==> src/hw/rtl/trqd_pkg.sv <==
`timescale 1ns / 1ps
// ----------------------------------------------------------------------------
// trqd_pkg
// Shared types and codes of the run queue dispatcher: commands, response
// codes, thread states, slot kinds, sequencer steps and the status bundle.
// ----------------------------------------------------------------------------
package trqd_pkg;

   localparam int CMD_W    = 2;
   localparam int TID_W    = 6;
   localparam int ENG_W    = 3;
   localparam int RSP_W    = 2;
   localparam int CSR_W    = 4;
   localparam int TAG_W    = 4;

   typedef enum logic [CMD_W-1:0] {
      CMD_ENQUEUE    = 2'd0,
      CMD_RESCHEDULE = 2'd1,
      CMD_SWITCH     = 2'd2,
      CMD_DEQUEUE    = 2'd3
   } cmd_type;

   localparam logic [RSP_W-1:0] RSP_OK        = 2'd0;
   localparam logic [RSP_W-1:0] RSP_BAD_STATE = 2'd1;
   localparam logic [RSP_W-1:0] RSP_NO_QUEUE  = 2'd2;

   localparam logic [1:0] THR_READY   = 2'd0;
   localparam logic [1:0] THR_QUEUED  = 2'd1;
   localparam logic [1:0] THR_RUNNING = 2'd2;

   typedef enum logic [1:0] {
      SLOT_NONE,
      SLOT_IDLE,
      SLOT_THREAD
   } slot_kind_type;

   typedef enum logic [3:0] {
      ST_IDLE,
      ST_START,
      ST_ENQ_CHECK,
      ST_RES_REFILL,
      ST_POP_HEAD,
      ST_POP_ENTRY,
      ST_POP_CHECK,
      ST_SW_CUR,
      ST_SW_PUSH,
      ST_SW_INSTALL,
      ST_DEQ_CHECK,
      ST_DONE
   } step_type;

   typedef struct packed {
      cmd_type cmd;
      logic    engine_ok;
      logic    pend_none;
      logic    cur_thread;
      logic    fifo_empty;
      logic    entry_live;
      logic    local_mode;
      logic    rec_running;
      logic    out_free;
   } dp_status_type;

endpackage

==> src/hw/rtl/trqd_ctrl.sv <==
`timescale 1ns / 1ps
// ----------------------------------------------------------------------------
// trqd_ctrl
// Sequencer of the dispatcher: steps one command through the datapath and
// holds off new transactions until the response is registered.
// ----------------------------------------------------------------------------
module trqd_ctrl (
   input  logic                   clock,
   input  logic                   reset,
   input  logic                   req_valid,
   output logic                   req_stall,
   input  trqd_pkg::dp_status_type dp_status,
   output trqd_pkg::step_type     step
);
   import trqd_pkg::*;

   step_type state_ff, state_in;

   always_ff @(posedge clock) begin
      if (reset) begin
         state_ff <= ST_IDLE;
      end else begin
         state_ff <= state_in;
      end
   end

   always_comb begin
      state_in  = state_ff;
      req_stall = (state_ff != ST_IDLE);
      step      = state_ff;
      unique case (state_ff)
         ST_IDLE: begin
            if (req_valid) state_in = ST_START;
         end
         ST_START: begin
            priority if (dp_status.cmd == CMD_ENQUEUE) state_in = ST_ENQ_CHECK;
            else if (!dp_status.engine_ok) state_in = ST_DONE;
            else if (dp_status.cmd == CMD_RESCHEDULE) state_in = ST_RES_REFILL;
            else if (dp_status.cmd == CMD_SWITCH) begin
               priority if (dp_status.pend_none) state_in = ST_DONE;
               else if (dp_status.cur_thread) state_in = ST_SW_CUR;
               else state_in = ST_SW_INSTALL;
            end else state_in = ST_DEQ_CHECK;
         end
         ST_ENQ_CHECK:  state_in = ST_DONE;
         ST_RES_REFILL: state_in = ST_POP_HEAD;
         ST_POP_HEAD: begin
            priority if (!dp_status.fifo_empty) state_in = ST_POP_ENTRY;
            else if (dp_status.local_mode) state_in = ST_POP_HEAD;
            else state_in = ST_DONE;
         end
         ST_POP_ENTRY: state_in = ST_POP_CHECK;
         ST_POP_CHECK: begin
            state_in = dp_status.entry_live ? ST_DONE : ST_POP_HEAD;
         end
         ST_SW_CUR: begin
            state_in = dp_status.rec_running ? ST_SW_PUSH : ST_SW_INSTALL;
         end
         ST_SW_PUSH:    state_in = ST_SW_INSTALL;
         ST_SW_INSTALL: state_in = ST_DONE;
         ST_DEQ_CHECK:  state_in = ST_DONE;
         ST_DONE: begin
            if (dp_status.out_free) state_in = ST_IDLE;
         end
         default: state_in = ST_IDLE;
      endcase
   end

endmodule

==> config.mk <==
export PLATFORM = sky130hd
export DESIGN_NAME = trqd_ctrl
export DESIGN_NICKNAME = d
export VERILOG_FILES = /design/src/hw/rtl/trqd_pkg.sv /design/src/hw/rtl/trqd_ctrl.sv
export SDC_FILE = /design/constraint.sdc
export NUM_CORES = 1
export LEC_CHECK = 0
export BUFFER_PORTS_ARGS = -buffer_cell sky130_fd_sc_hd__buf_2
export CAP_MARGIN = 20
export CORE_AREA = 2 2 39 41
export DETAILED_ROUTE_END_ITERATION = 10
export DIE_AREA = 0 0 41 43
export GPL_ROUTABILITY_DRIVEN = 0
export GPL_TIMING_DRIVEN = 0
export SYNTH_ARGS = -nofsm -noshare
export SYNTH_HDL_FRONTEND = slang
export SYNTH_SLANG_ARGS = --single-unit
==> constraint.sdc <==
create_clock -name clock -period 2.8 [get_ports clock]
set_input_delay 0.28 -clock clock [delete_from_list [all_inputs] [get_ports clock]]
set_output_delay 0.28 -clock clock [all_outputs]
set_load 0.005 [all_outputs]
==> flow_metrics.env <==
export IMPL_status="finished clean"
export IMPL_critPathCapture="req_stall"
export IMPL_synth_warnings=0
export IMPL_multiInputGateArea_sq_um=331.6
export IMPL_num_io_pins=18
export IMPL_ant_nets=0
export IMPL_die_w_um=41
export IMPL_numCtsBuffers=3
export IMPL_ir_worst_vdd_v=0.0002863
export IMPL_cts_clk_slew_worst_paths_ns=0.04
export IMPL_drive_gt1_frac=0.3421
export IMPL_grt_max_degree=11
export IMPL_netlist_area_sq_um=442.9
export IMPL_die_h_um=43
export IMPL_num_vias=518
export IMPL_rows=14
export IMPL_grt_pass1_wl_um=1800
export IMPL_ys_ff_latch=4
export IMPL_crit_type="flop to output port"
export IMPL_rsz0062_at_grt="false"
export IMPL_worst_path_largest_cell_delay_ns=0.55
export IMPL_max_freq_mhz=649.4
export IMPL_worst_path_stages=2
export IMPL_synth_commonest_cells="nor2_1, o21ai_0"
export IMPL_netlist_instances=56
export IMPL_r2r_slack_ns=1.43
export IMPL_tightest_slew_ns=0.2873
export IMPL_relSlewSlack=0.8057
export IMPL_core_sq_mm=0.001384
export IMPL_grt_ovfl_total=0
export IMPL_cts_max_level=1
export IMPL_syn_nets=72
export IMPL_cp_num_buf_inv=1
export IMPL_synth_main_ff_cell="dfxtp_1"
export IMPL_cp_slowest_cell="or4_1"
export IMPL_fill_cells=147
export IMPL_diodes=0
export IMPL_instances_no_fill=92
export IMPL_startpoint="step[1]"
export IMPL_grt_usage=0.1493
export IMPL_port_buffers=17
export IMPL_antenna_found_initial=0
export IMPL_cts_sinks=4
export IMPL_post_cts_setup_buffers=0
export IMPL_timing_rr_end="step[2]"
export IMPL_drv_cap=0
export IMPL_slew_viol_final=0
export IMPL_async_flop_share=0
export IMPL_first_pass_iters=6
export IMPL_cp_top_family="simple AND/OR/NAND/NOR gates"
export IMPL_avgSynthCellArea_sq_um=7.909
export IMPL_start_util=0.3201
export IMPL_period_share=0.5500
export IMPL_syn_to_final_growth_pct=28.81
export IMPL_largest_register_ff_count=4
export IMPL_drt_wl_total_um=1116
export IMPL_cts_hold_buf=0
export IMPL_drc=0
export IMPL_hold_viol=0
export IMPL_cp_cell_sequence="or4_1 > buf_2"
export IMPL_cts_repair_resized=0
export IMPL_drt_iter0_markers=7
export IMPL_drt_wirelength_per_cell_um=12.13
export IMPL_clockRootBuffer="clkbuf_4"
export IMPL_regArea_sq_um=80.08
export IMPL_cp_start_kind="flop"
export IMPL_floorplan_die_area_sq_mm=0.001763
export IMPL_worstPathMaxFanout=7
export IMPL_cts_max_path_buffers=2
export IMPL_yosys_area_top_type="dfxtp_1"
export IMPL_required_ns=2.52
export IMPL_finalSetupTns_ns=0
export IMPL_hold_class="input pin to flop"
export IMPL_leakage_nw=0.2555
export IMPL_yosysTopAreaCellShare=0.1808
export IMPL_hpwl_um=872
export IMPL_via_per_inst=5.630
export IMPL_cts_tree="yes"
export IMPL_clk_latency_ns=0.23
export IMPL_finalNetCount=94
export IMPL_period_needed_ns=1.540
export IMPL_placed_cells=89
export IMPL_synth_edff_count=0
export IMPL_worst_ep_arrival_time_ns=1.26
export IMPL_pwr_density_cell_mw_per_mm2=844.7
export IMPL_seq_area_frac_synth=0.1808
export IMPL_ys_types=28
export IMPL_finalSetupViolations=0
export IMPL_critPathCaptureType="output port"
export IMPL_synth_area_top_cells="dfxtp_1, ha_1, a2111oi_4, o21ai_0, a21oi_1"
export IMPL_reg2regPathDepth=4
export IMPL_first_global_vias=449
export IMPL_r2r_start="step[0]"
export IMPL_clock_skew_final_ns=0.0006819
final cells by class:
cell class,instances,share of cell area
plain buffers,4,0.03509
clock buffers,3,0.03947
inverters,3,0.01974
well taps,16,0.03509
repair buffers,17,0.1491
flip-flops and latches,4,0.1404
multi-input cells,45,0.5811
routing by layer:
| metal | vias to the layer above | GRT usage | wire length [um] |
|---|---|---|---|
| li1 | 261 | - | - |
| met1 | 228 | 0.1949 | 494 |
| met2 | 29 | 0.2156 | 531 |
| met3 | 0 | 0.07330 | 89 |
| met4 | 0 | 0.03333 | 0 |
| met5 | - | 0 | 0 |
stage by stage:
| stage | hold WS (ns) | setup slack [ns] | power [mW] | util | area [sq um] |
|---|---|---|---|---|---|
| floorplan | 0.3443 | 1.368 | 0.3211 | - | 442.9 |
| global placement | 0.5181 | 1.190 | 0.4082 | 0.3960 | 548.0 |
| detailed placement | 0.5155 | 1.160 | 0.4096 | 0.3960 | 548.0 |
| CTS | 0.2684 | 1.252 | 0.4835 | 0.4123 | 570.5 |
| global route | 0.2726 | 1.202 | 0.5341 | 0.4123 | 570.5 |
| finish | 0.2771 | 1.260 | 0.4819 | 0.4123 | 570.5 |
worst reg2reg max path: stages, from the launching register on:
cell and delay (ns):
dfxtp_1 0.39, buf_2 0.24, nand4b_1 0.12, and3b_1 0.20, a2111oi_4 0.31
where the power goes:
group          internal (mW)  switching, mW
clock network         0.0479         0.0230
registers             0.0822         0.0317
logic                  0.135          0.162
placed cells by master, fill, tap and decap left out, drive strengths merged, types with 3 or more instances in the layout:
| cell | instances |
|---|---|
| buf | 21 |
| nor2 | 5 |
| inv | 3 |
| clkbuf | 3 |
| nand2 | 4 |
| a21oi | 4 |
| dfxtp | 4 |
| o21ai | 5 |
| ha | 3 |
worst min-delay path by stage:
stage	endpoint	startpoint	cells past startpoint	slack (ns)
floorplan	step[2]	reset	1	0.34
global placement	step[2]	reset	2	0.52
detailed placement	step[2]	reset	2	0.52
CTS	step[2]	reset	2	0.27
global route	step[2]	reset	2	0.27
finish	step[2]	reset	2	0.28
cell families (layout without fill, tap and decap cells):
family          count (synthesis)  after routing  share of synthesized area
fa+ha+maj                       3              3                    0.08475
mux                             1              1                    0.02260
flops                           4              4                     0.1808
compound gates                 17             17                     0.2910
buf+inv                         7             27                    0.07062
simple gates                   24             24                     0.3503
(Power assumes the default switching activity.)
